`config.mk`:
```
export PLATFORM = sky130hd
export DESIGN_NAME = delimiter_line_framer_unit
export DESIGN_NICKNAME = d
export VERILOG_FILES = /design/src/sv/dlf_pkg.sv /design/src/sv/dlf_cell.sv /design/src/sv/delimiter_line_framer_unit.sv
export SDC_FILE = /design/constraint.sdc
export NUM_CORES = 1
export LEC_CHECK = 0
export ABC_AREA = 1
export BUFFER_PORTS_ARGS = -buffer_cell sky130_fd_sc_hd__buf_2
export CAP_MARGIN = 25
export CORE_MARGIN = 3
export CORE_UTILIZATION = 55
export DETAILED_ROUTE_END_ITERATION = 8
export GPL_TIMING_DRIVEN = 0
export PLACE_DENSITY = 0.78
export SYNTH_ARGS = -nofsm -noshare
export SYNTH_HDL_FRONTEND = slang
export SYNTH_HIERARCHICAL = 1
export SYNTH_SLANG_ARGS = --single-unit
```
`constraint.sdc`:
```
create_clock -name clock -period 6.02 [get_ports clock]
set_clock_uncertainty 0.1 [all_clocks]
set_input_delay 0.301 -clock clock [delete_from_list [all_inputs] [get_ports clock]]
set_output_delay 0.301 -clock clock [all_outputs]
set_load 0.01 [all_outputs]
```
`src/sv/dlf_pkg.sv`:
```
// Package for the delimiter line framer: shared types, register indexes,
// operation and status codes, and reset values.
// No dependencies.
`default_nettype none

package dlf_pkg;

   // Basic widths fixed by the field definitions.
   localparam int BYTE_W    = 8;
   localparam int COUNT_W   = 17;
   localparam int LINE_W    = 16;
   localparam int CSR_IDX_W = 4;
   localparam int CSR_DAT_W = 64;
   localparam int DLEN_W    = 4;

   // The delimiter register always holds this many byte slots.
   localparam int DELIM_SLOTS = CSR_DAT_W / BYTE_W;

   typedef logic [BYTE_W-1:0]    byte_type;
   typedef logic [COUNT_W-1:0]   count_type;
   typedef logic [LINE_W-1:0]    line_type;
   typedef logic [CSR_IDX_W-1:0] csr_idx_type;
   typedef logic [DLEN_W-1:0]    dlen_type;

   // Configuration register indexes.
   localparam csr_idx_type CSR_DELIM_BYTES  = 4'd0;
   localparam csr_idx_type CSR_DELIM_LENGTH = 4'd1;
   localparam csr_idx_type CSR_MAX_PAYLOAD  = 4'd2;
   localparam csr_idx_type CSR_INCLUDE_DELIM = 4'd3;

   // Request operation codes.
   localparam logic OP_DATA    = 1'b0;
   localparam logic OP_RESTART = 1'b1;

   // Response status codes.
   localparam logic STATUS_LINE_READY  = 1'b0;
   localparam logic STATUS_LIMIT_ERROR = 1'b1;

   // Register reset values: a single newline delimiter and an 8 KiB limit.
   localparam logic [CSR_DAT_W-1:0] RESET_DELIM_BYTES = 64'd10;
   localparam dlen_type             RESET_DELIM_LENGTH = 4'd1;
   localparam line_type             RESET_MAX_PAYLOAD  = 16'd8192;
   localparam logic                 RESET_INCLUDE_DELIM = 1'b0;

   // The line counter saturates here.
   localparam count_type COUNT_MAX = 17'h1FFFF;

endpackage

`default_nettype wire

```
`src/sv/dlf_cell.sv`:
```
// One cell of the recent-byte row: holds one stream byte, hands it to the
// next cell on every shift and compares its incoming byte with the delimiter.
// Depends on dlf_pkg.
`default_nettype none

module dlf_cell (
   input  wire logic             clock,
   input  wire logic             reset,
   input  wire logic             shift_en,
   input  wire dlf_pkg::byte_type prev_byte,
   input  wire dlf_pkg::byte_type want_byte,
   input  wire logic             active,
   output dlf_pkg::byte_type     held_byte,
   output logic                  hit
);

   dlf_pkg::byte_type byte_ff;
   dlf_pkg::byte_type byte_in;

   // Take the neighbor's byte when the row shifts.
   assign byte_in = shift_en ? prev_byte : byte_ff;

   always_ff @(posedge clock) begin
      if (reset) begin
         byte_ff <= '0;
      end else begin
         byte_ff <= byte_in;
      end
   end

   // The compare looks at the byte this cell holds after the shift. A cell
   // beyond the delimiter length always agrees.
   assign hit       = !active || (prev_byte == want_byte);
   assign held_byte = byte_ff;

endmodule

`default_nettype wire

```
`src/sv/delimiter_line_framer_unit.sv`:
```
// Top level of the delimiter line framer: configuration registers, the row
// of recent-byte cells, the line counter and the response register.
// Depends on dlf_pkg and dlf_cell.
`default_nettype none

// The framer takes one byte transaction per cycle and answers a completed
// line or a payload limit error in the cycle after the byte that causes it; a
// new request is taken in every cycle while the response register is empty
// or being drained. The delimiter search is a row of MAX_DELIM cells that
// shift the stream and compare in parallel, so the delimiter length does not
// delay the response. Request stall follows response stall only while a response
// waits in the output register. Configuration writes are always ready and
// must be made while no transaction is in flight.
module delimiter_line_framer_unit #(
   parameter int MAX_DELIM = 8
) (
   input  wire logic                           clock,
   input  wire logic                           reset,
   // Request channel
   input  wire logic                           req_valid,
   output logic                                req_stall,
   input  wire logic                           req_op,
   input  wire logic [7:0]                     req_data_byte,
   // Response channel
   output logic                                rsp_valid,
   input  wire logic                           rsp_stall,
   output logic                                rsp_status,
   output logic [16:0]                         rsp_payload_size,
   output logic [16:0]                         rsp_frame_size,
   output logic [15:0]                         rsp_line_length,
   // Configuration write channel
   input  wire logic                           csr_valid,
   output logic                                csr_ready,
   input  wire dlf_pkg::csr_idx_type           csr_index,
   input  wire logic [dlf_pkg::CSR_DAT_W-1:0]  csr_data
);

   localparam dlf_pkg::dlen_type MaxLen = dlf_pkg::DLEN_W'(MAX_DELIM);
   localparam int SlotIdxW = $clog2(dlf_pkg::DELIM_SLOTS);

   // Configuration registers.
   logic [dlf_pkg::CSR_DAT_W-1:0] delim_ff;
   dlf_pkg::dlen_type             dlen_ff;
   dlf_pkg::line_type             maxp_ff;
   logic                          incl_ff;

   assign csr_ready = 1'b1;

   always_ff @(posedge clock) begin
      if (reset) begin
         delim_ff <= dlf_pkg::RESET_DELIM_BYTES;
         dlen_ff  <= dlf_pkg::RESET_DELIM_LENGTH;
         maxp_ff  <= dlf_pkg::RESET_MAX_PAYLOAD;
         incl_ff  <= dlf_pkg::RESET_INCLUDE_DELIM;
      end else if (csr_valid && csr_ready) begin
         case (csr_index)
            dlf_pkg::CSR_DELIM_BYTES:   delim_ff <= csr_data;
            dlf_pkg::CSR_DELIM_LENGTH:  dlen_ff  <= csr_data[dlf_pkg::DLEN_W-1:0];
            dlf_pkg::CSR_MAX_PAYLOAD:   maxp_ff  <= csr_data[dlf_pkg::LINE_W-1:0];
            dlf_pkg::CSR_INCLUDE_DELIM: incl_ff  <= csr_data[0];
            default: ;
         endcase
      end
   end

   // Effective delimiter length, clamped to the range of the cell row.
   dlf_pkg::dlen_type eff_len;

   always_comb begin
      if (dlen_ff == '0) begin
         eff_len = dlf_pkg::DLEN_W'(1);
      end else if (dlen_ff > MaxLen) begin
         eff_len = MaxLen;
      end else begin
         eff_len = dlen_ff;
      end
   end

   // Handshake.
   logic rsp_valid_ff;
   logic req_accept;
   logic shift_en;

   assign req_stall  = rsp_valid_ff && rsp_stall;
   assign req_accept = req_valid && !req_stall;
   assign shift_en   = req_accept && (req_op == dlf_pkg::OP_DATA);

   // Delimiter bytes unpacked into slots; slot 0 is the first byte.
   dlf_pkg::byte_type delim_slot [dlf_pkg::DELIM_SLOTS];

   for (genvar s = 0; s < dlf_pkg::DELIM_SLOTS; s++) begin : g_slot
      assign delim_slot[s] = delim_ff[s*dlf_pkg::BYTE_W +: dlf_pkg::BYTE_W];
   end

   // Row of cells, newest byte in cell 0. Cell i meets delimiter byte
   // (length - 1 - i), so the last delimiter byte lines up with the newest.
   // The slot index is taken modulo the slot count, which still gives each
   // active cell its own slot.
   dlf_pkg::byte_type [MAX_DELIM-1:0] row_byte;
   logic              [MAX_DELIM-1:0] hit_vec;

   for (genvar g = 0; g < MAX_DELIM; g++) begin : g_cell
      logic [SlotIdxW-1:0] sel;
      dlf_pkg::byte_type   prev;
      logic                active;

      assign sel    = eff_len[SlotIdxW-1:0] - SlotIdxW'(1) - SlotIdxW'(g);
      assign active = dlf_pkg::DLEN_W'(g) < eff_len;

      if (g == 0) begin : g_head
         assign prev = req_data_byte;
      end else begin : g_body
         assign prev = row_byte[g-1];
      end

      dlf_cell u_cell (
         .clock     (clock),
         .reset     (reset),
         .shift_en  (shift_en),
         .prev_byte (prev),
         .want_byte (delim_slot[sel]),
         .active    (active),
         .held_byte (row_byte[g]),
         .hit       (hit_vec[g])
      );
   end

   // Line counter and the framing decision for the current byte.
   dlf_pkg::count_type count_ff;
   dlf_pkg::count_type count_in;
   dlf_pkg::count_type count_inc;
   dlf_pkg::count_type len_ext;
   dlf_pkg::count_type maxp_ext;
   dlf_pkg::count_type line_full;
   dlf_pkg::count_type limit;
   logic               enough;
   logic               delim_hit;
   logic               line_over;
   logic               no_room;
   logic               produce;
   logic               is_error;

   assign count_inc = (count_ff == dlf_pkg::COUNT_MAX) ? count_ff
                                                        : count_ff + 17'd1;
   assign len_ext   = dlf_pkg::COUNT_W'(eff_len);
   assign maxp_ext  = dlf_pkg::COUNT_W'(maxp_ff);
   assign line_full = count_inc - len_ext;
   assign limit     = maxp_ext + len_ext - 17'd1;
   assign enough    = count_inc >= len_ext;
   assign delim_hit = enough && (&hit_vec);
   assign line_over = line_full > maxp_ext;
   assign no_room   = enough && (count_inc > limit);
   assign is_error  = delim_hit ? line_over : no_room;
   assign produce   = delim_hit || no_room;

   always_comb begin
      count_in = count_ff;
      if (req_accept) begin
         if (req_op == dlf_pkg::OP_RESTART || produce) begin
            count_in = '0;
         end else begin
            count_in = count_inc;
         end
      end
   end

   always_ff @(posedge clock) begin
      if (reset) begin
         count_ff <= '0;
      end else begin
         count_ff <= count_in;
      end
   end

   // Response register. It loads when empty or when its transaction leaves.
   logic               rsp_valid_in;
   logic               rsp_load;
   logic               status_ff;
   dlf_pkg::count_type payload_ff;
   dlf_pkg::count_type frame_ff;
   dlf_pkg::line_type  line_ff;

   assign rsp_load = shift_en && produce;

   always_comb begin
      rsp_valid_in = rsp_valid_ff;
      if (!rsp_valid_ff || !rsp_stall) begin
         rsp_valid_in = rsp_load;
      end
   end

   always_ff @(posedge clock) begin
      if (reset) begin
         rsp_valid_ff <= 1'b0;
      end else begin
         rsp_valid_ff <= rsp_valid_in;
      end
   end

   always_ff @(posedge clock) begin
      if (rsp_load) begin
         if (is_error) begin
            status_ff  <= dlf_pkg::STATUS_LIMIT_ERROR;
            payload_ff <= '0;
            frame_ff   <= '0;
            line_ff    <= '0;
         end else begin
            status_ff  <= dlf_pkg::STATUS_LINE_READY;
            payload_ff <= incl_ff ? count_inc : line_full;
            frame_ff   <= count_inc;
            line_ff    <= line_full[dlf_pkg::LINE_W-1:0];
         end
      end
   end

   assign rsp_valid        = rsp_valid_ff;
   assign rsp_status       = status_ff;
   assign rsp_payload_size = payload_ff;
   assign rsp_frame_size   = frame_ff;
   assign rsp_line_length  = line_ff;

   // A completed line reports a frame that exceeds the line by the
   // delimiter length, and a payload that is one of the two.
   a_line_sizes : assert property (@(posedge clock) disable iff (reset)
      (rsp_valid && rsp_status == dlf_pkg::STATUS_LINE_READY) |->
         (rsp_frame_size == dlf_pkg::COUNT_W'(rsp_line_length) + len_ext) &&
         (rsp_payload_size == rsp_frame_size ||
          rsp_payload_size == dlf_pkg::COUNT_W'(rsp_line_length)))
      else $error("line response sizes are inconsistent");

   // An error response carries zero sizes.
   a_error_zero : assert property (@(posedge clock) disable iff (reset)
      (rsp_valid && rsp_status == dlf_pkg::STATUS_LIMIT_ERROR) |->
         (rsp_payload_size == '0 && rsp_frame_size == '0 && rsp_line_length == '0))
      else $error("error response has nonzero sizes");

   // Any response and any restart start a fresh line.
   a_line_restart : assert property (@(posedge clock) disable iff (reset)
      (rsp_load || (req_accept && req_op == dlf_pkg::OP_RESTART)) |=>
         (count_ff == '0))
      else $error("line counter not cleared after a response or restart");

   // A restart leaves the recent bytes untouched.
   a_restart_keeps_row : assert property (@(posedge clock) disable iff (reset)
      (req_accept && req_op == dlf_pkg::OP_RESTART) |=> $stable(row_byte))
      else $error("restart changed the recent-byte row");

   // A completed line never reports more than the payload limit allows.
   a_count_bound : assert property (@(posedge clock) disable iff (reset)
      (rsp_load && !is_error) |-> (line_full <= maxp_ext))
      else $error("line response exceeds the payload limit");

endmodule

`default_nettype wire

```
After elaboration in Yosys (flattened, before gate mapping). Cells that the tools add are included.

Bitwise operators: 9. $add $sub $neg: 12. Reductions and logical operators: 35. Mux-type cells: 31. $lt $le $gt $ge: 20. Eq/ne operators: 12.

Operator list (number): 8-bit binary-select mux with 3-bit select (8); 8-bit 2-to-1 mux (16); 8-bit equality test (8); 17-bit 2-to-1 mux (3); 4-bit greater-or-equal comparator, second input constant (8); 3-bit inverter with 4-bit output (8); 16-bit by 4-bit adder with 17-bit output (1); 17-bit by 1-bit adder with 17-bit output, second input constant (1); 17-bit equality test, second input constant (1); 17-bit by 4-bit greater-or-equal comparator with 1-bit output (1); 17-bit by 16-bit greater-than comparator with 1-bit output (1); 17-bit greater-than comparator (1); 17-bit by 1-bit subtractor with 17-bit output, second input constant (1); 17-bit by 4-bit subtractor with 17-bit output (1); 3-bit by 4-bit < comparator with 1-bit output, first input constant (4); 3-bit subtractor, second input constant (4); 1-bit zero test (11); 1-bit logical OR (11); 4-bit by 2-bit equality test with 1-bit output, second input constant (2); 4-bit zero test (2); 1-bit by 4-bit < comparator with 1-bit output, first input constant (2); 2-bit by 4-bit < comparator with 1-bit output, first input constant (2); 4-bit 2-to-1 mux (2); 2-bit AND reduction (4); other kinds (8) (16).

Logic and storage cells: 136. Input bits: 82. Bits in registers: 210.

Depth between registers and ports, before layout. Gate-level depths: netlist (run 1).

Depth in word-level cells: 16. Mapped depth: 37.

Cells and area by module. Netlist (run 1), hierarchy kept.

Modules (own cells, without submodules): delimiter_line_framer_unit (area each 10573.9 um2, instances 1, cells each 1561); dlf_cell (area each 432.9 um2, instances 8, cells each 66).

Worst setup path after synthesis (run 1). OpenSTA, ideal clock, no wires.

Path kind: reg-to-reg. From: register dlen_ff[3]. To: register frame_ff[0], in the netlist rsp_frame_size[0], enable pin. Library setup time: 0.405 ns. Data required time: 5.515 ns. Slack: 0.477 ns. Stages on the path, launching flop included: 25. Clock period less this slack: 5.543 ns. Arrival time: 5.038 ns. Path through: dfxtp_1 nor2_1 inv_1 clkbuf_1 clkbuf_1 ha_1 inv_1 ha_1 inv_1 fa_1 inv_1 a21oi_1 o21ai_0 a31oi_1 o21ai_0 xor2_1 ha_1 nand4_1 nor2_1 nand3b_1 nand3_1 nand2_1 nand2_1 nand3_1 inv_1.

Longest elaborated chain between the ends: 15.

RTL lines: from (decl) (RTL line delimiter_line_framer_unit.sv:43) `dlf_pkg::dlen_type dlen_ff;`; from (signal assigned) (RTL line delimiter_line_framer_unit.sv:52) `dlen_ff <= dlf_pkg::RESET_DELIM_LENGTH;`; from (signal assigned) (RTL line delimiter_line_framer_unit.sv:58) `dlf_pkg::CSR_DELIM_LENGTH: dlen_ff <= csr_data[dlf_pkg::DLEN_W-1:0];`; 4-bit greater-than comparator (RTL line delimiter_line_framer_unit.sv:72) `end else if (dlen_ff > MaxLen) begin`; 4-bit 2-to-1 mux (RTL line delimiter_line_framer_unit.sv:72); 4-bit 2-to-1 mux * (RTL line delimiter_line_framer_unit.sv:70) `if (dlen_ff == '0) begin`; branches (longest 10 deep; another with 16-bit by 4-bit adder with 17-bit output); 1-bit logical OR * (RTL line delimiter_line_framer_unit.sv:154) `assign produce = delim_hit || no_room;`; 1-bit logical AND * (RTL line delimiter_line_framer_unit.sv:183) `assign rsp_load = shift_en && produce;`; named net rsp_load (RTL line delimiter_line_framer_unit.sv:177) `logic rsp_load;`; to (signal assigned) (RTL line delimiter_line_framer_unit.sv:210) `frame_ff <= count_inc;`; to (decl) (RTL line delimiter_line_framer_unit.sv:180) `dlf_pkg::count_type frame_ff;`.

Mark *: on every way through the listed nets, which the timed path passes. The select of a mux whose other input is x is not followed. A chain may end at the register's enable or synchronous reset.

Final worst setup path (run 1).
From: register dlen_ff[3]. To: register line_ff[13], in the netlist rsp_line_length[13], enable pin.

RTL lines: 4-bit greater-than comparator (RTL line delimiter_line_framer_unit.sv:72); 4-bit 2-to-1 mux (RTL line delimiter_line_framer_unit.sv:72); 4-bit 2-to-1 mux * (RTL line delimiter_line_framer_unit.sv:70); 1-bit by 4-bit < comparator with 1-bit output * (RTL line delimiter_line_framer_unit.sv:108) `assign active = dlf_pkg::DLEN_W'(g) < eff_len;`; named net g_cell[1].active (RTL line delimiter_line_framer_unit.sv:105) `logic active;`; 1-bit zero test * (RTL line dlf_cell.sv:33) `assign hit = !active || (prev_byte == want_byte);`; 1-bit logical OR * (RTL line dlf_cell.sv:33); 8-bit AND reduction * (RTL line delimiter_line_framer_unit.sv:150) `assign delim_hit = enough && (&hit_vec);`; 1-bit logical AND * (RTL line delimiter_line_framer_unit.sv:150); 1-bit logical OR * (RTL line delimiter_line_framer_unit.sv:154); 1-bit logical AND * (RTL line delimiter_line_framer_unit.sv:183); named net rsp_load (RTL line delimiter_line_framer_unit.sv:177); to (signal assigned) (RTL line delimiter_line_framer_unit.sv:211) `line_ff <= line_full[dlf_pkg::LINE_W-1:0];`; to (decl) (RTL line delimiter_line_framer_unit.sv:181) `dlf_pkg::line_type line_ff;`.

The timed path passes the listed nets; every way through them passes the cells marked *. The select of a mux whose other input is x is not followed.

==> results of run 1 <==
[per-layer routing]
metal	routed length, um	share of wire	up-vias
met3	2894	0.066	143
met4	2620	0.060	0
li1	-	-	7040
met1	17180	0.39	6434
met5	0	0	-
met2	20850	0.48	582
[per-stage QoR]
step | std cells | instance area [sq um]
CTS | 2619 | 16260
finish | 2622 | 16350
global route | 2622 | 16350
global placement | 2516 | 14830
detailed placement | 2517 | 14850
floorplan | 2059 | 13750
[worst min-delay path, cell delays in order]
cell and delay [ns]:
buf_2 0.10, o21ai_0 0.09, a21oi_1 0.11
[flip-flops by register name (all words and copies together), names as in the netlist]
signal	cells
delim_ff	64
g_cell.u_cell/held_byte	56
count_ff	17
rsp_frame_size	17
rsp_payload_size	17
maxp_ff	16
rsp_line_length	16
dlen_ff	4
incl_ff	1
rsp_status	1
rsp_valid	1
[path summary, 6_finish.rpt]
| path | to | cells past startpoint | slack [ns] |
|---|---|---|---|
| max | rsp_line_length[13]$_SDFFCE_PP0P_ | 21 | 0.35 |
| min | maxp_ff[2]$_SDFFE_PP0P_ | 3 | 0.01 |
| max reg2reg | rsp_line_length[13]$_SDFFCE_PP0P_ | 21 | 0.35 |
| min reg2reg | delim_ff[39]$_SDFFE_PP0P_ | 2 | 0.36 |
[repair_timing]
item,in CTS,in global routing
resized for setup,3,18
pin swaps,0,2
endpoints found under the setup margin,97,112
hold buffers,62,0
setup buffers,0,4
endpoints found under the hold margin,63,0
cloned,0,0
[power by group through the flow]
stage	sequential [mW]	combinational, mW	clock [mW]
2_1_floorplan	1.52	0.431	0
4_1_cts	1.50	0.638	1.48
3_5_place_dp	1.53	0.604	0
6_report	1.50	0.658	1.47
3_3_place_gp	1.53	0.585	0
5_1_grt	1.50	0.742	1.55
[final cells by class]
| type | instances | area share |
|---|---|---|
| multi-input combinational | 1461 | 0.4602 |
| buffer | 93 | 0.02915 |
| sequential | 210 | 0.2884 |
| tap | 324 | 0.02479 |
| clock inverter | 10 | 0.007651 |
| inverter | 294 | 0.06825 |
| clock buffer | 30 | 0.03986 |
| timing repair buffer | 200 | 0.08171 |
==> reports/metrics.yaml, run 1 <==
status: "finished clean"
grt.busiest_layer: "met2"
grt_overflow: 0
finalPower_mw: 3.624
ctsLongestPathBuffers: 3
worstHoldPathType: "in2reg"
min_period_ns: 5.668
fmax_mhz: 176.4
insertion_delay_ns: 0.53
antenna-diode-count: 0
crit_type: "reg2reg"
gp_congestion: 1.001
critPathTopFamily: "simple AND/OR/NAND/NOR gates"
relSlewSlack: 0.3023
yosys_warnings: 6
synth.net_count: 2204
cts_tree: "done"
min_from: "csr_data[2]"
hold-worst-slack_ns: 0.01070
synth.avg_cell_area_sq_um: 6.680
power.net_switching_mw: 1.008
first_pass_iters: 7
track_usage: 0.3187
drtIter0Drc: 1088
seq_power_share: 0.414
setup_viol: 0
max_stage_delay_ns: 0.43
arrival_ns: 5.76
intPower_mw: 2.616
p_comb_frac: 0.181
cts_root_buf: "clkbuf_16"
start_kind: "flop"
floorplan.die_area_sq_mm: 0.02694
dp_slack_ns: -0.2750
cpMostUsedCell: "nand2_1"
tightest_slew_ns: 1.036
antenna_left: 0
critPathCaptureType: "flop"
path_buf_inv: 5
antenna_found_initial: 0
n_fill_cell: 2142
path_max_fanout: 51
die_w_um: 164.1
final_cell_mix: "583 x nand2_1, 292 x inv_1, 229 x o21ai_0"
multi_input_area_sq_mm: 0.007526
hpwlAfterDp_um: 33550
powerDensity_mw_per_mm2: 221.6
rows: 57
hold_violations: 0
grt_pass1_wl_um: 67700
switching_share: 0.2782
path_cells: "nor2_2 > nand2_1 > nand2_1 > buf_2 > inv_1 > ha_1 > ha_1 > clkbuf_1 > xor2_1 > clkbuf_1 > o21ai_0 > xnor2_1 > nand2_1 > nor2_1 > nand2_1 > nand2_1 > nand2_1 > or3_1 > nand2_1 > nand3_1 > clkinv_8"
grt_start_max_net_pins: 52
wl_per_cell_um: 16.61
nets: 2428
postSynthCellCount: 2059
wl_um: 43550
irDropWorstVdd_mv: 0.2694
h-tree-depth: 1
vias_per_cell: 5.415
drive_gt1_frac: 0.1136
synth_area_sq_mm: 0.01375
cts_sinks: 210
ios: 136
coreArea_sq_mm: 0.02446
use_met3: 0.04590
path_clk_slew_ns: 0.06
setup_slack_ns: 0.3519
drc_errors: 0
final_common_cell: "nand2_1"
maxSlewViolCount: 0
crit_required_ns: 6.11
final_core_util: 0.6685
final.setup.tns_ns: 0
start_util: 0.5623
power.static_leakage_nw: 7.386
clockPowerShare: 0.404
numCtsBuffers: 23
port_buffers: 133
seq_area_sq_mm: 0.004716
max-cap-violations: 0
area_delta_synth_final_pct: 18.89
period_share: 0.9415
use_met2: 0.5614
critPathLaunch: "dlen_ff[3]$_SDFFE_PP0P_"
die_h_um: 164.1
r2r-start: "dlen_ff[3]$_SDFFE_PP0P_"
grt_pass1_vias: 13360
vias: 14200
critPathSlowestCell: "or3_1"
grtUsageMet1: 0.3769
Note: power is estimated with default switching activity, not from simulation.
==> run 2, diff against run 1 <==
==> constraint.sdc (replaced) <==
create_clock -name clock -period 5.8 [get_ports clock]
set_clock_uncertainty 0.1 [all_clocks]
set_input_delay 0.29 -clock clock [delete_from_list [all_inputs] [get_ports clock]]
set_output_delay 0.29 -clock clock [all_outputs]
set_load 0.01 [all_outputs]
==> reports/metrics.yaml, run 2 (synthesis gave the netlist of run 1 again) <==
status: "finished clean"  # unchanged
cts_sinks: 210  # unchanged
first_pass_iters: 5  # was 7
wl_um: 44240  # was 43550 um
antenna_found_initial: 1  # was 0
critPathLaunch: "count_ff[0]$_SDFFE_PP0P_"  # was dlen_ff[3]$_SDFFE_PP0P_
die_w_um: 164.1  # unchanged
dpl-instance-area_sq_mm: 0.01485  # unchanged
drtIter0Drc: 1148  # was 1088
grt_start_max_net_pins: 52  # unchanged
h-tree-depth: 1  # unchanged
period_share: 0.9608  # was 0.9415
arrival_ns: 5.73  # was 5.76 ns
max-cap-violations: 0  # unchanged
cpMostUsedCell: "nand2_1"  # unchanged
hpwlAfterDp_um: 33550  # unchanged
ctsLongestPathBuffers: 3  # unchanged
setup_viol: 0  # unchanged
start_kind: "flop"  # unchanged
power.static_leakage_nw: 7.462  # was 7.386 nW
wl_per_cell_um: 16.78  # was 16.61 um
cts_root_buf: "clkbuf_16"  # unchanged
die_h_um: 164.1  # unchanged
intPower_mw: 2.722  # was 2.616 mW
maxSlewViolCount: 0  # unchanged
dp_slack_ns: -0.4950  # was -0.2750 ns
final_cell_mix: "582 x nand2_1, 292 x inv_1, 226 x o21ai_0"  # was 583 x nand2_1, 292 x inv_1, 229 x o21ai_0
final_core_util: 0.6752  # was 0.6685
worstHoldPathType: "in2reg"  # unchanged
gp_congestion: 1.001  # unchanged
max_stage_delay_ns: 0.42  # was 0.43 ns
drc_errors: 0  # unchanged
coreArea_sq_mm: 0.02446  # unchanged
tightest_slew_ns: 0.7692  # was 1.036 ns
final_area_sq_mm: 0.01652  # was 0.01635 sq mm
grt_overflow: 0  # unchanged
grt_pass1_vias: 13400  # was 13360
r2r-start: "count_ff[0]$_SDFFE_PP0P_"  # was dlen_ff[3]$_SDFFE_PP0P_
p_comb_frac: 0.184  # was 0.181
crit_cells: 34  # was 21
path_max_fanout: 10  # was 51
vias: 14290  # was 14200
drive_gt1_frac: 0.1181  # was 0.1136
min_period_ns: 5.572  # was 5.668 ns
ios: 136  # unchanged
final_common_cell: "nand2_1"  # unchanged
grt_pass1_wl_um: 68330  # was 67700 um
critPathCaptureType: "flop"  # unchanged
antenna_left: 0  # unchanged
seq_power_share: 0.412  # was 0.414
cts_tree: "done"  # unchanged
setup_slack_ns: 0.2276  # was 0.3519 ns
min_from: "csr_data[6]"  # was csr_data[2]
critPathSlowestCell: "ha_1"  # was or3_1
power.net_switching_mw: 1.055  # was 1.008 mW
floorplan.die_area_sq_mm: 0.02694  # unchanged
start_util: 0.5623  # unchanged
r2r_setup_slack_ns: 0.23  # was 0.35 ns
port_buffers: 133  # unchanged
finalPower_mw: 3.777  # was 3.624 mW
regMostFlops: "delim_ff"  # unchanged
vias_per_cell: 5.422  # was 5.415
critPathTopFamily: "simple AND/OR/NAND/NOR gates"  # unchanged
powerDensity_mw_per_mm2: 228.7  # was 221.6 mW/mm^2
fmax_mhz: 179.5  # was 176.4 MHz
path_clk_slew_ns: 0.06  # about the same
n_fill_cell: 2103  # was 2142
crit_type: "reg2reg"  # unchanged
cp-endpoint: "rsp_line_length[5]$_SDFFCE_PP0P_"  # was rsp_line_length[13]$_SDFFCE_PP0P_
reg2reg_to: "rsp_line_length[5]$_SDFFCE_PP0P_"  # was rsp_line_length[13]$_SDFFCE_PP0P_
switching_share: 0.2794  # was 0.2782
numCtsBuffers: 23  # unchanged
nets: 2441  # was 2428
irDropWorstVdd_mv: 0.2797  # was 0.2694 mV
multi_input_area_sq_mm: 0.007552  # was 0.007526 sq mm
clockPowerShare: 0.404  # about the same
relSlewSlack: 0.4853  # was 0.3023
insertion_delay_ns: 0.53  # about the same
stdcell_count: 2636  # was 2622
reg2reg_depth: 34  # was 21
path_buf_inv: 4  # was 5
area_delta_synth_final_pct: 20.08  # was 18.89%
crit_required_ns: 5.95  # was 6.11 ns
seq_area_sq_mm: 0.004717  # was 0.004716 sq mm
hold_violations: 0  # unchanged
track_usage: 0.3220  # was 0.3187
rows: 57  # unchanged
largest_reg_flops: 64  # unchanged
dp.cells: 2517  # unchanged
## run 2: cell count changes in the layout (fill, tap and decap cells not counted), moves of 2 or more
cell | previous run | this run
buf_4 | 5 | 10
clkbuf_1 | 70 | 68
clkbuf_2 | 1 | 3
dlygate4sd3_1 | 62 | 69
o21ai_0 | 229 | 226
o21ai_1 | 2 | 5
## run 2: how the worst min path moves through the flow
| stage | depth (start not counted) | slack, ns | to |
|---|---|---|---|
| 2_1_floorplan | 2 | 0.30 | delim_ff[1]$_SDFFE_PP1P_ |
| 3_3_place_gp | 2 | 0.35 | dlen_ff[0]$_SDFFE_PP1P_ |
| 3_5_place_dp | 2 | 0.36 | delim_ff[39]$_SDFFE_PP0P_ |
| 4_1_cts | 3 | 0.0006 | maxp_ff[6]$_SDFFE_PP0P_ |
| 5_1_grt | 3 | 0.03 | maxp_ff[6]$_SDFFE_PP0P_ |
| 6_report | 3 | 0.008 | maxp_ff[6]$_SDFFE_PP0P_ |
## run 2: layer usage
metal / global-route usage / wire length [um] / vias up
li1: - / - / 7063
met1: 0.3809 / 17510 / 6469
met2: 0.5684 / 21070 / 604
met3: 0.04288 / 2888 / 156
met4: 0.1649 / 2779 / 0
met5: 0 / 0 / -
## run 2: final cells by class
cell class,count,area share
antenna,1,0.0001515
buffer,93,0.02902
clock buffer,30,0.03947
clock inverter,10,0.007576
inverter,294,0.06841
multi-input combinational,1461,0.4573
sequential,210,0.2856
tap,324,0.02455
timing repair buffer,212,0.08742
timing repair inverter,1,0.0005303
## run 2: worst reg2reg max path, delay by kind of cell (launching register included)
family	cells	cell delay (ns)
and+or+nand+nor	23	2.08
adders and majority gates	3	0.90
AOI/OAI and AO/OA	3	0.83
buffers and inverters	4	0.62
xor gates and xnor gates	1	0.39
DFF	1	0.38
## run 2: metrics by stage
stage	hold slack, ns	setup TNS, ns
floorplan	0.3032	0
CTS	0.0005578	0
finish	0.007973	0
global placement	0.3472	-49.86
detailed placement	0.3568	-34.54
global route	0.03309	-2.620
## run 2: power by group through the flow
stage	Clock [mW]	Sequential, mW	Combinational, mW
global placement	0	1.59	0.608
global route	1.61	1.56	0.781
finish	1.53	1.56	0.694
floorplan	0	1.58	0.447
CTS	1.54	1.56	0.668
detailed placement	0	1.59	0.627
## run 2: timing repair
item / in CTS / in global routing
pin swaps: 0 / 4
hold endpoints to repair: 74 / 0
gates cloned: 0 / 1
gates resized for setup: 7 / 28
setup endpoints to repair: 102 / 120
hold buffers: 69 / 0
buffers inserted: 0 / 9
==> run 3, diff against run 2 <==
--- a/config.mk
+++ b/config.mk
@@ -9,10 +9,11 @@
 export BUFFER_PORTS_ARGS = -buffer_cell sky130_fd_sc_hd__buf_2
 export CAP_MARGIN = 25
 export CORE_MARGIN = 3
-export CORE_UTILIZATION = 55
+export CORE_UTILIZATION = 50
 export DETAILED_ROUTE_END_ITERATION = 8
 export GPL_TIMING_DRIVEN = 0
-export PLACE_DENSITY = 0.78
+export MAX_ROUTING_LAYER = met4
+export PLACE_DENSITY = 0.72
 export SYNTH_ARGS = -nofsm -noshare
 export SYNTH_HDL_FRONTEND = slang
 export SYNTH_HIERARCHICAL = 1
==> reports/metrics.yaml, run 3 (synthesis gave the netlist of run 1 again) <==
cts_tree: "done"  # unchanged
crit_required_ns: 5.96  # was 5.95 ns
clockPowerShare: 0.406  # was 0.404
intPower_mw: 2.714  # was 2.722 mW
ctsLongestPathBuffers: 3  # unchanged
final_area_sq_mm: 0.01644  # was 0.01652 sq mm
grt_start_max_net_pins: 40  # was 52
start_kind: "flop"  # unchanged
wl_per_cell_um: 16.25  # was 16.78 um
maxSlewViolCount: 0  # unchanged
antenna_found_initial: 0  # was 1
ios: 136  # unchanged
n_fill_cell: 2593  # was 2103
regMostFlops: "delim_ff"  # unchanged
dpl-instance-area_sq_mm: 0.01489  # was 0.01485 sq mm
grt_pass1_vias: 13000  # was 13400
final_core_util: 0.6083  # was 0.6752
power.net_switching_mw: 1.047  # was 1.055 mW
drtIter0Drc: 957  # was 1148
seq_power_share: 0.414  # was 0.412
area_delta_synth_final_pct: 19.52  # was 20.08%
final_common_cell: "nand2_1"  # unchanged
arrival_ns: 5.61  # was 5.73 ns
critPathSlowestCell: "fa_1"  # was ha_1
max-cap-violations: 0  # unchanged
irDropWorstVdd_mv: 0.2094  # was 0.2797 mV
period_share: 0.9410  # was 0.9608
gp_congestion: 0.9940  # was 1.001
crit_type: "reg2reg"  # unchanged
nets: 2434  # was 2441
drc_errors: 0  # unchanged
numCtsBuffers: 23  # unchanged
critPathCaptureType: "flop"  # unchanged
largest_reg_flops: 64  # unchanged
die_h_um: 171.9  # was 164.1 um
status: "finished clean"  # unchanged
port_buffers: 133  # unchanged
worstHoldPathType: "in2reg"  # unchanged
die_w_um: 171.9  # was 164.1 um
hold_violations: 0  # unchanged
critPathTopFamily: "simple AND/OR/NAND/NOR gates"  # unchanged
final.setup.tns_ns: 0  # unchanged
grt_overflow: 0  # unchanged
fmax_mhz: 183.2  # was 179.5 MHz
antenna-diode-count: 0  # was 1
final_cell_mix: "582 x nand2_1, 292 x inv_1, 228 x o21ai_0"  # was 582 x nand2_1, 292 x inv_1, 226 x o21ai_0
wl_um: 43010  # was 44240 um
h-tree-depth: 1  # unchanged
start_util: 0.5089  # was 0.5623
path_clk_slew_ns: 0.06  # about the same
vias: 14090  # was 14290
cts_sinks: 210  # unchanged
setup_viol: 0  # unchanged
power.static_leakage_nw: 7.427  # was 7.462 nW
cpMostUsedCell: "nand2_1"  # unchanged
hpwlAfterDp_um: 33440  # was 33550 um
path_buf_inv: 5  # was 4
min_period_ns: 5.458  # was 5.572 ns
switching_share: 0.2783  # was 0.2794
r2r_setup_slack_ns: 0.34  # was 0.23 ns
p_comb_frac: 0.180  # was 0.184
drive_gt1_frac: 0.1202  # was 0.1181
rows: 60  # was 57
floorplan.die_area_sq_mm: 0.02954  # was 0.02694 sq mm
track_usage: 0.2919  # was 0.3220
cts_root_buf: "clkbuf_16"  # unchanged
coreArea_sq_mm: 0.02703  # was 0.02446 sq mm
insertion_delay_ns: 0.52  # was 0.53 ns
max_stage_delay_ns: 0.40  # was 0.42 ns
antenna_left: 0  # unchanged
first_pass_iters: 6  # was 5
vias_per_cell: 5.323  # was 5.422
path_max_fanout: 10  # unchanged
powerDensity_mw_per_mm2: 228.8  # was 228.7 mW/mm^2
grt_pass1_wl_um: 66500  # was 68330 um
relSlewSlack: 0.5080  # was 0.4853
tightest_slew_ns: 0.7331  # was 0.7692 ns
==> run 3: final timing paths <==
| check | startpoint | to | cells after the start |
|---|---|---|---|
| worst max-delay path | count_ff[1]$_SDFFE_PP0P_ | rsp_frame_size[7]$_SDFFCE_PP0P_ | 33 |
| worst min register to register | delim_ff[37]$_SDFFE_PP0P_ | delim_ff[37]$_SDFFE_PP0P_ | 2 |
| worst max register to register | count_ff[1]$_SDFFE_PP0P_ | rsp_frame_size[7]$_SDFFCE_PP0P_ | 33 |
| worst min-delay path | csr_data[2] | maxp_ff[2]$_SDFFE_PP0P_ | 3 |
==> run 3: stage by stage <==
stage | hold WS [ns] | std cells | worst slack (ns) | power, mW
after floorplan | 0.3032 | 2059 | 0.2570 | 2.030
after global placement | 0.3464 | 2533 | -0.9747 | 2.194
after detailed placement | 0.3582 | 2535 | -0.2610 | 2.213
after CTS | 0.0006308 | 2637 | 0.01390 | 3.760
after global routing | 0.01605 | 2646 | -0.0008051 | 3.923
final | 0.01501 | 2646 | 0.3419 | 3.761
==> run 3: what timing repair did <==
item                       in CTS  in global routing
setup buffers                   0                 10
pin swaps                       0                  3
setup endpoints to repair     101                106
cloned                          0                  0
resized for setup               6                 21
hold buffers                   61                  0
hold endpoints to repair       63                  0
==> run 3: area by class of cell <==
type                       count  area (sq um)  share of cell area
tap                          341         426.7             0.02595
clock buffer                  29         640.6             0.03897
sequential                   210          4717              0.2869
timing repair buffer         206          1391             0.08463
inverter                     294          1109             0.06743
buffer                        93         479.2             0.02915
multi-input combinational   1461          7528              0.4580
clock inverter                12         147.6            0.008981
==> run 3: routing by layer <==
metal | up-vias | GRT usage | part of all wire
met5 | - | - | 0
met4 | 0 | 0.1191 | 0.048
met3 | 112 | 0.02652 | 0.050
met2 | 459 | 0.5109 | 0.48
met1 | 6459 | 0.3470 | 0.42
li1 | 7055 | - | -
==> run 3: worst min-delay path, cell delays in order <==
cell	delay, ns
buf_2	0.10
o21ai_0	0.09
a21oi_1	0.11
==> run 3: power by group through the flow <==
stage          combinational, mW  sequential, mW  clock (mW)
5_1_grt                    0.764            1.56        1.60
2_1_floorplan              0.447            1.58           0
4_1_cts                    0.659            1.56        1.54
3_3_place_gp               0.606            1.59           0
6_report                   0.678            1.56        1.53
3_5_place_dp               0.624            1.59           0
